**config.mk**
```make
export PLATFORM = sky130hd
export DESIGN_NAME = date_difference_in_days
export DESIGN_NICKNAME = d
export VERILOG_FILES = /design/src/ddid_pkg.sv /design/src/ddid_dp.sv /design/src/ddid_ctrl.sv /design/src/date_difference_in_days.sv
export SDC_FILE = /design/constraint.sdc
export NUM_CORES = 1
export LEC_CHECK = 0
export ABC_AREA = 1
export BUFFER_PORTS_ARGS = -buffer_cell sky130_fd_sc_hd__buf_2
export CORE_UTILIZATION = 25
export CTS_CLUSTER_SIZE = 40
export DETAILED_ROUTE_END_ITERATION = 8
export PLACE_DENSITY = 0.4
export SLEW_MARGIN = 20
export SYNTH_ARGS = -nofsm -noshare
export SYNTH_HDL_FRONTEND = slang
export SYNTH_SLANG_ARGS = --single-unit
```
**constraint.sdc**
```tcl
create_clock -name i_clk -period 5.4 [get_ports i_clk]
set_input_delay 1.08 -clock i_clk [delete_from_list [all_inputs] [get_ports i_clk]]
set_output_delay 1.08 -clock i_clk [all_outputs]
set_load 0.02 [all_outputs]
```
**src/ddid_pkg.sv**
```systemverilog
// Package for the date difference block: widths, codes, controller types
// and the calendar helper functions. No dependencies.
package ddid_pkg;

    localparam int YEAR_W     = 14;
    localparam int MONTH_W    = 4;
    localparam int DAY_W      = 5;
    localparam int COUNT_W    = 22;
    localparam int DOY_W      = 9;
    localparam int ACC_W      = 24;
    localparam int BCD_DIGITS = 5;
    localparam int BCD_W      = 4 * BCD_DIGITS;
    localparam int BITCNT_W   = 4;

    localparam logic [MONTH_W-1:0] MONTH_JAN   = MONTH_W'(1);
    localparam logic [MONTH_W-1:0] MONTH_FEB   = MONTH_W'(2);
    localparam logic [MONTH_W-1:0] MONTH_DEC   = MONTH_W'(12);
    localparam logic [DOY_W-1:0]   DAYS_COMMON = DOY_W'(365);
    localparam logic [COUNT_W-1:0] COUNT_MAX   = '1;

    typedef enum logic [2:0] {
        S_IDLE,
        S_CONV,
        S_START,
        S_YEAR,
        S_DONE
    } t_state;

    typedef struct packed {
        logic load;
        logic conv;
        logic start_lo;
        logic step_year;
        logic add_hi;
        logic out_load;
    } t_dp_cmd;

    typedef struct packed {
        logic bad;
        logic conv_done;
        logic at_hi;
    } t_dp_status;

    // Days before the first of the month in a common year.
    function automatic logic [DOY_W-1:0] month_start(input logic [MONTH_W-1:0] m);
        logic [DOY_W-1:0] r;
        unique case (m)
            4'd1:    r = DOY_W'(0);
            4'd2:    r = DOY_W'(31);
            4'd3:    r = DOY_W'(59);
            4'd4:    r = DOY_W'(90);
            4'd5:    r = DOY_W'(120);
            4'd6:    r = DOY_W'(151);
            4'd7:    r = DOY_W'(181);
            4'd8:    r = DOY_W'(212);
            4'd9:    r = DOY_W'(243);
            4'd10:   r = DOY_W'(273);
            4'd11:   r = DOY_W'(304);
            4'd12:   r = DOY_W'(334);
            default: r = DOY_W'(0);
        endcase
        return r;
    endfunction

    // Leap rule from the two low binary bits and the decimal digits of the year.
    // A century year is a leap year when its hundreds value is a multiple of four;
    // since 10 is 2 mod 4 and 100 is 0 mod 4, only two digits matter for that.
    function automatic logic is_leap(input logic [1:0] y_low,
                                     input logic [BCD_W-1:0] bcd);
        logic       century;
        logic [1:0] hund_mod4;
        century   = (bcd[7:0] == 8'd0);
        hund_mod4 = bcd[9:8] + {bcd[12], 1'b0};
        return century ? (hund_mod4 == 2'd0) : (y_low == 2'd0);
    endfunction

    function automatic logic [DOY_W-1:0] day_of_year(input logic [MONTH_W-1:0] m,
                                                     input logic [DAY_W-1:0]   d,
                                                     input logic               leap);
        logic extra;
        extra = (m > MONTH_FEB) && leap;
        return month_start(m) + DOY_W'(d) + {{(DOY_W-1){1'b0}}, extra};
    endfunction

    function automatic logic [BCD_W-1:0] bcd_inc(input logic [BCD_W-1:0] v);
        logic [BCD_W-1:0] r;
        logic             c;
        r = v;
        c = 1'b1;
        for (int k = 0; k < BCD_DIGITS; k++) begin
            if (c) begin
                if (r[4*k +: 4] == 4'd9) begin
                    r[4*k +: 4] = 4'd0;
                end else begin
                    r[4*k +: 4] = r[4*k +: 4] + 4'd1;
                    c = 1'b0;
                end
            end
        end
        return r;
    endfunction

    // One shift-and-add-3 step of binary to decimal conversion.
    function automatic logic [BCD_W-1:0] bcd_dabble(input logic [BCD_W-1:0] v,
                                                    input logic             b);
        logic [BCD_W-1:0] r;
        r = v;
        for (int k = 0; k < BCD_DIGITS; k++) begin
            if (r[4*k +: 4] >= 4'd5) begin
                r[4*k +: 4] = r[4*k +: 4] + 4'd3;
            end
        end
        return {r[BCD_W-2:0], b};
    endfunction

endpackage

```
**src/ddid_dp.sv**
```systemverilog
// Datapath of the date difference block: operand registers, year walker,
// decimal year counter, day accumulator and result register. Uses ddid_pkg.
module ddid_dp import ddid_pkg::*; (
    input  logic               i_clk,
    input  t_dp_cmd            i_cmd,
    input  logic [YEAR_W-1:0]  i_first_year,
    input  logic [MONTH_W-1:0] i_first_month,
    input  logic [DAY_W-1:0]   i_first_day,
    input  logic [YEAR_W-1:0]  i_second_year,
    input  logic [MONTH_W-1:0] i_second_month,
    input  logic [DAY_W-1:0]   i_second_day,
    output t_dp_status         o_status,
    output logic [COUNT_W-1:0] o_day_count,
    output logic               o_bad_month
);

    logic [YEAR_W-1:0]   r_y_hi;
    logic [MONTH_W-1:0]  r_m_lo, r_m_hi;
    logic [DAY_W-1:0]    r_d_lo, r_d_hi;
    logic                r_bad;
    logic [YEAR_W-1:0]   r_year;
    logic [YEAR_W-1:0]   r_shift;
    logic [BCD_W-1:0]    r_bcd;
    logic [BITCNT_W-1:0] r_bit_cnt;
    logic [ACC_W-1:0]    r_acc;
    logic [COUNT_W-1:0]  r_count;
    logic                r_bad_out;

    logic                swap;
    logic                bad_in;
    logic                leap_now;
    logic [DOY_W-1:0]    doy_lo, doy_hi, year_len;
    logic [ACC_W-1:0]    mag;
    logic [COUNT_W-1:0]  sat;

    always_comb begin
        swap     = i_first_year > i_second_year;
        bad_in   = (i_first_month < MONTH_JAN) || (i_first_month > MONTH_DEC) ||
                   (i_second_month < MONTH_JAN) || (i_second_month > MONTH_DEC);
        leap_now = is_leap(r_year[1:0], r_bcd);
        doy_lo   = day_of_year(r_m_lo, r_d_lo, leap_now);
        doy_hi   = day_of_year(r_m_hi, r_d_hi, leap_now);
        year_len = DAYS_COMMON + {{(DOY_W-1){1'b0}}, leap_now};
        mag      = r_acc[ACC_W-1] ? (ACC_W'(0) - r_acc) : r_acc;
        sat      = (mag > ACC_W'(COUNT_MAX)) ? COUNT_MAX : mag[COUNT_W-1:0];
    end

    always_ff @(posedge i_clk) begin
        if (i_cmd.load) begin
            r_y_hi    <= swap ? i_first_year   : i_second_year;
            r_m_hi    <= swap ? i_first_month  : i_second_month;
            r_d_hi    <= swap ? i_first_day    : i_second_day;
            r_m_lo    <= swap ? i_second_month : i_first_month;
            r_d_lo    <= swap ? i_second_day   : i_first_day;
            r_year    <= swap ? i_second_year  : i_first_year;
            r_shift   <= swap ? i_second_year  : i_first_year;
            r_bad     <= bad_in;
            r_bcd     <= '0;
            r_bit_cnt <= '0;
        end
        if (i_cmd.conv) begin
            r_bcd     <= bcd_dabble(r_bcd, r_shift[YEAR_W-1]);
            r_shift   <= {r_shift[YEAR_W-2:0], 1'b0};
            r_bit_cnt <= r_bit_cnt + BITCNT_W'(1);
        end
        if (i_cmd.start_lo) begin
            r_acc <= ACC_W'(0) - ACC_W'(doy_lo);
        end
        if (i_cmd.step_year) begin
            r_acc  <= r_acc + ACC_W'(year_len);
            r_year <= r_year + YEAR_W'(1);
            r_bcd  <= bcd_inc(r_bcd);
        end
        if (i_cmd.add_hi) begin
            r_acc <= r_acc + ACC_W'(doy_hi);
        end
        if (i_cmd.out_load) begin
            r_count   <= r_bad ? '0 : sat;
            r_bad_out <= r_bad;
        end
    end

    assign o_status.bad       = r_bad;
    assign o_status.conv_done = (r_bit_cnt == BITCNT_W'(YEAR_W));
    assign o_status.at_hi     = (r_year == r_y_hi);
    assign o_day_count        = r_count;
    assign o_bad_month        = r_bad_out;

endmodule

```
**src/ddid_ctrl.sv**
```systemverilog
// Controller of the date difference block: sequences the datapath and owns
// the input ready and output valid handshakes. Uses ddid_pkg.
module ddid_ctrl import ddid_pkg::*; (
    input  logic       i_clk,
    input  logic       i_rst_n,
    input  logic       i_in_valid,
    output logic       o_in_ready,
    output logic       o_out_valid,
    input  logic       i_out_ready,
    input  t_dp_status i_status,
    output t_dp_cmd    o_cmd
);

    t_state r_state, n_state;
    logic   r_out_valid, n_out_valid;

    always_ff @(posedge i_clk) begin
        if (!i_rst_n) begin
            r_state     <= S_IDLE;
            r_out_valid <= 1'b0;
        end else begin
            r_state     <= n_state;
            r_out_valid <= n_out_valid;
        end
    end

    always_comb begin
        n_state     = r_state;
        o_cmd       = '0;
        o_in_ready  = 1'b0;
        n_out_valid = r_out_valid && !i_out_ready;
        unique case (r_state)
            S_IDLE: begin
                o_in_ready = 1'b1;
                if (i_in_valid) begin
                    o_cmd.load = 1'b1;
                    n_state    = S_CONV;
                end
            end
            S_CONV: begin
                if (i_status.bad) begin
                    n_state = S_DONE;
                end else if (i_status.conv_done) begin
                    n_state = S_START;
                end else begin
                    o_cmd.conv = 1'b1;
                end
            end
            S_START: begin
                o_cmd.start_lo = 1'b1;
                n_state        = S_YEAR;
            end
            S_YEAR: begin
                if (i_status.at_hi) begin
                    o_cmd.add_hi = 1'b1;
                    n_state      = S_DONE;
                end else begin
                    o_cmd.step_year = 1'b1;
                end
            end
            S_DONE: begin
                if (!r_out_valid || i_out_ready) begin
                    o_cmd.out_load = 1'b1;
                    n_out_valid    = 1'b1;
                    n_state        = S_IDLE;
                end
            end
            default: n_state = S_IDLE;
        endcase
    end

    assign o_out_valid = r_out_valid;

endmodule

```
**src/date_difference_in_days.sv**
```systemverilog
// Top level of the Gregorian date difference block.
// Instantiates ddid_ctrl and ddid_dp; uses ddid_pkg.
//
// This block takes two Gregorian dates per input beat and returns one output
// beat holding the absolute number of days between them, saturated to the
// 22-bit range. The earlier-year date is chosen first, its year is converted
// to decimal digits (one bit per cycle) so the century rules can be checked,
// and then the block walks forward one year per clock cycle, adding 365 or
// 366 days, until it reaches the later year; the year walk is the part of an
// item's time that grows with the year span. A month outside 1 to 12 in
// either date sets o_bad_month with a zero count and skips the conversion
// and the year walk. Days are not checked against the length of their
// month. The result sits in an output register, so a new input beat can be
// taken while the last result waits.
module date_difference_in_days import ddid_pkg::*; (
    input  logic               i_clk,
    input  logic               i_rst_n,
    input  logic               i_in_valid,
    output logic               o_in_ready,
    input  logic [YEAR_W-1:0]  i_first_year,
    input  logic [MONTH_W-1:0] i_first_month,
    input  logic [DAY_W-1:0]   i_first_day,
    input  logic [YEAR_W-1:0]  i_second_year,
    input  logic [MONTH_W-1:0] i_second_month,
    input  logic [DAY_W-1:0]   i_second_day,
    output logic               o_out_valid,
    input  logic               i_out_ready,
    output logic [COUNT_W-1:0] o_day_count,
    output logic               o_bad_month
);

    t_dp_cmd    cmd;
    t_dp_status status;

    ddid_ctrl u_ctrl (
        .i_clk       (i_clk),
        .i_rst_n     (i_rst_n),
        .i_in_valid  (i_in_valid),
        .o_in_ready  (o_in_ready),
        .o_out_valid (o_out_valid),
        .i_out_ready (i_out_ready),
        .i_status    (status),
        .o_cmd       (cmd)
    );

    ddid_dp u_dp (
        .i_clk          (i_clk),
        .i_cmd          (cmd),
        .i_first_year   (i_first_year),
        .i_first_month  (i_first_month),
        .i_first_day    (i_first_day),
        .i_second_year  (i_second_year),
        .i_second_month (i_second_month),
        .i_second_day   (i_second_day),
        .o_status       (status),
        .o_day_count    (o_day_count),
        .o_bad_month    (o_bad_month)
    );

`ifndef SYNTHESIS
    // A bad-month result always carries a zero count.
    a_bad_zero: assert property (@(posedge i_clk) disable iff (!i_rst_n)
        o_out_valid && o_bad_month |-> o_day_count == '0)
        else $error("bad month result with nonzero count");

    // The result register is never overwritten while a result still waits.
    a_no_overwrite: assert property (@(posedge i_clk) disable iff (!i_rst_n)
        cmd.out_load |-> (!o_out_valid || i_out_ready))
        else $error("result register overwritten before its beat was taken");

    // After an input beat is taken, input ready is low in the cycle after.
    a_busy_after_load: assert property (@(posedge i_clk) disable iff (!i_rst_n)
        i_in_valid && o_in_ready |=> !o_in_ready)
        else $error("input ready right after an accepted beat");

    // At most one datapath command is issued in any cycle.
    a_one_cmd: assert property (@(posedge i_clk) disable iff (!i_rst_n)
        $onehot0({cmd.load, cmd.conv, cmd.start_lo, cmd.step_year, cmd.add_hi,
                  cmd.out_load}))
        else $error("more than one datapath command in a cycle");
`endif

endmodule

```
==> reports/results.tsv <==
stage	metric	value	unit
sta	crit path time final	4.789	ns
finish	FF/Latch Area	4274	um^2
logic_synthesis	Post-synth EDFFs	127	
logic_synthesis	Yosys cell types	49	
finish	number of nets in the layout	1657	
detailed_routing	wire per inst	13.97	um
global_routing	largest net degree at the start of global routing	77	
logic_synthesis	async set-or-reset flop fraction in the synthesized netlist	0	
floorplan	die area	46320	um^2
sta	Clock Skew	0.01280	ns
sta	fmax	0.2088	GHz
sta	Final Hold Viols	0	
logic_synthesis	top post-synthesis cells by area	edfxtp_1 (34%), nand2_1 (12%), ha_1 (7.9%)	
critical_path	Critical Path Fanout Max	7	
detailed_routing	Vias/cell	4.364	
place	count of input and output buffers	74	
floorplan	DIE HEIGHT	215.2	um
critical_path	Worst Setup End Kind	flip-flop	
global_routing	Overflow after GRT	0	
detailed_routing	Vias	9312	
finish	area occupied by multi-input gates	6045	um^2
logic_synthesis	area leader, netlist	edfxtp_1	
sta	final setup fails	0	
logic_synthesis	Top FF cell, synth	edfxtp_1	
sta	Max Transition Viols Final	0	
place	DP HPWL	22.92	mm
critical_path	critical path launch point type	flip-flop	
floorplan	Initial Util	0.2554	
place	Cells after DPL	2102	
critical_path	CP required	5.59	ns
critical_path	Worst EP arrival	4.98	ns
finish	number of fillers in the final layout	4918	
run_status	status	finished clean	
clock_tree	H-tree depth	4	
global_routing	Tot GR Track Use	0.1323	
global_routing	antenna violations before repair	0	
logic_synthesis	YS warnings	0	
critical_path	WS Path Type	flip-flop to flip-flop	
logic_synthesis	synthesized area	11370	um^2
logic_synthesis	Net Count, Synth	1601	
clock_tree	hold_buf cts	0	
finish	final instance area	12850	um^2
detailed_routing	TritonRoute pass-1 iters	5	
finish	fraction of layout instances using a drive strength above 1	0.1291	
clock_tree	Clock Sinks	150	
detailed_routing	Post-Route WL	29.81	mm
place	final RePlAce weighted congestion	0.8198	
place	placed inst area	12240	um^2
floorplan	Die Wd	215.2	um
sta	Final WS setup	0.6109	ns
clock_tree	Worst-path clk slew	0.07	ns
detailed_routing	Antenna Nets Post-Route	0	
sta	relative slew slack	0.4506	
floorplan	core area	44510	um^2
clock_tree	worst skew pair latency	0.44	ns
finish	Finished Layout Cells	2134	
clock_tree	Clock Tree Root	clkbuf_16	
floorplan	io pins	75	
flow_run	Max-Cap Viols	0	
detailed_routing	DRC violations left	0	
clock_tree	clock tree buffer depth	2	
logic_synthesis	Yosys top cell area share	0.3355	
clock_tree	CTS tree	built	
sta	RSZ-0062 raised after global routing	false	
place	DP Worst Slack	0.3437	ns
floorplan	num rows	77	
finish	Area Growth Syn to Fin	13.08	%
logic_synthesis	mean post-synth cell area	7.716	um^2
finish	diodes inserted	0	
sta	Setup TNS Final	0	ns
logic_synthesis	Cells after Synth	1473	
logic_synthesis	FF+latch count, synth	150	
pwr	Final Total Pwr	6234	uW
clock_tree	CTS Buf Count	17	
pwr	VDD IR max	165.1	uV
clock_tree	post-CTS setup buffer count	0	
worst_hold_path	Worst Hold Class	flip-flop to flip-flop	
sta	worst slew pin tran	0.8220	ns
global_routing	first-pass GRT wire length	48.32	mm
sta	final worst-path cycle share	0.8869	
detailed_routing	DRT iter0 DRCs	497	
pwr	leakage	0.005725	uW
pwr	power per cell area	485.0	nW/um^2
logic_synthesis	post-synthesis sequential area ratio	0.3760	
global_routing	vias in the first global route	9038	
[worst max-delay path, stage by stage (launching register included)]
cell,delay (ns)
edfxtp_1,0.46
inv_1,0.15
ha_1,0.18
inv_1,0.05
nor2_1,0.11
nand4_1,0.09
inv_1,0.08
o21ai_1,0.14
a21oi_2,0.17
fa_1,0.21
inv_1,0.06
fa_1,0.46
o21ai_1,0.23
nand2_1,0.08
a21oi_1,0.20
nand3_1,0.11
xor2_1,0.17
inv_1,0.07
ha_1,0.35
nand2_1,0.10
nor2_1,0.19
nand2_1,0.07
or2_2,0.31
nand2_1,0.21
nand3_1,0.11
nand3_1,0.10
nand2_1,0.06
[kinds of logic after synthesis]
group | synth area share
and+or+nand+nor | 0.2735
buffers and inverters | 0.09302
AOI/OAI and AO/OA | 0.1052
DFF | 0.3760
xor gates and xnor gates | 0.06242
adders and majority gates | 0.08983
[layer usage]
layer | wire length [um] | track usage | up-vias
met5 | 0 | 0 | -
met4 | 217 | 0.02600 | 0
met3 | 1031 | 0.02619 | 17
met2 | 13470 | 0.2149 | 161
met1 | 15090 | 0.1813 | 4196
li1 | - | - | 4938
[where the power goes]
part	switching [uW]	leakage [uW]	internal [uW]
clock network	550	0.000288	711
registers	294	0.00137	1790
logic	1880	0.00407	1010
total	2730	0.00573	3500
[final cells by class]
| class | instances | area share |
|---|---|---|
| Timing Repair Buffer | 81 | 0.03291 |
| Inverter | 203 | 0.05948 |
| Tap cell | 592 | 0.05763 |
| Multi-Input combinational cell | 1076 | 0.4703 |
| Sequential cell | 150 | 0.3326 |
| Clock buffer | 19 | 0.03446 |
| Clock inverter | 13 | 0.01266 |
[repair_timing]
item	4_1_cts	5_1_grt
resized for setup	0	3
hold endpoints to repair	0	0
endpoints found under the setup margin	0	9
[final timing paths]
path	to	from	cells past startpoint	slack, ns
worst max register to register	u_dp.r_acc[16]	u_dp.r_bcd[0]	26	0.61
worst max-delay path	u_dp.r_acc[16]	u_dp.r_bcd[0]	26	0.61
worst min-delay path	u_dp.r_shift[0]	u_dp.r_shift[0]	2	0.50
worst min register to register	u_dp.r_shift[0]	u_dp.r_shift[0]	2	0.50
[layout by cell type (no fill, tap or decap), types with 17 or more instances in the layout]
master | Yosys | final
nand2_1 | 372 | 372
inv_1 | 189 | 189
edfxtp_1 | 127 | 127
nor2_1 | 107 | 106
nand3_1 | 102 | 102
o21ai_0 | 98 | 96
buf_2 | 15 | 74
ha_1 | 72 | 72
xor2_1 | 60 | 60
a21oi_1 | 53 | 51
o21ai_1 | 40 | 42
dfxtp_1 | 23 | 23
nand2_2 | 22 | 22
xnor2_1 | 21 | 21
nand4_1 | 20 | 20
nor2_2 | 16 | 17
clkbuf_16 | 0 | 17
[through the flow]
step	utilization	hold WS, ns
after floorplan	-	0.4206
after global placement	0.2751	0.4764
after detailed placement	0.2751	0.4818
after CTS	0.2887	0.4977
after global routing	0.2888	0.5232
final	0.2888	0.4956
[synth_stat cells (all sizes together) (2+ instances only)]
cell type and number:
clkbuf 9, a31oi 4, o211ai 3, nor3 10
nand3 107, xor2 60, buf 35, o21ai 141
o21bai 2, nor4 5, fa 6, a21oi 55
nand3b 8, o22ai 11, or2 13, clkinv 2
a22oi 2, ha 72, xnor2 21, inv 201
nand2 398, edfxtp 127, dfxtp 23, o32ai 4
nor2 130, nand4 21
No activity file was read; power rests on OpenSTA's default activity.
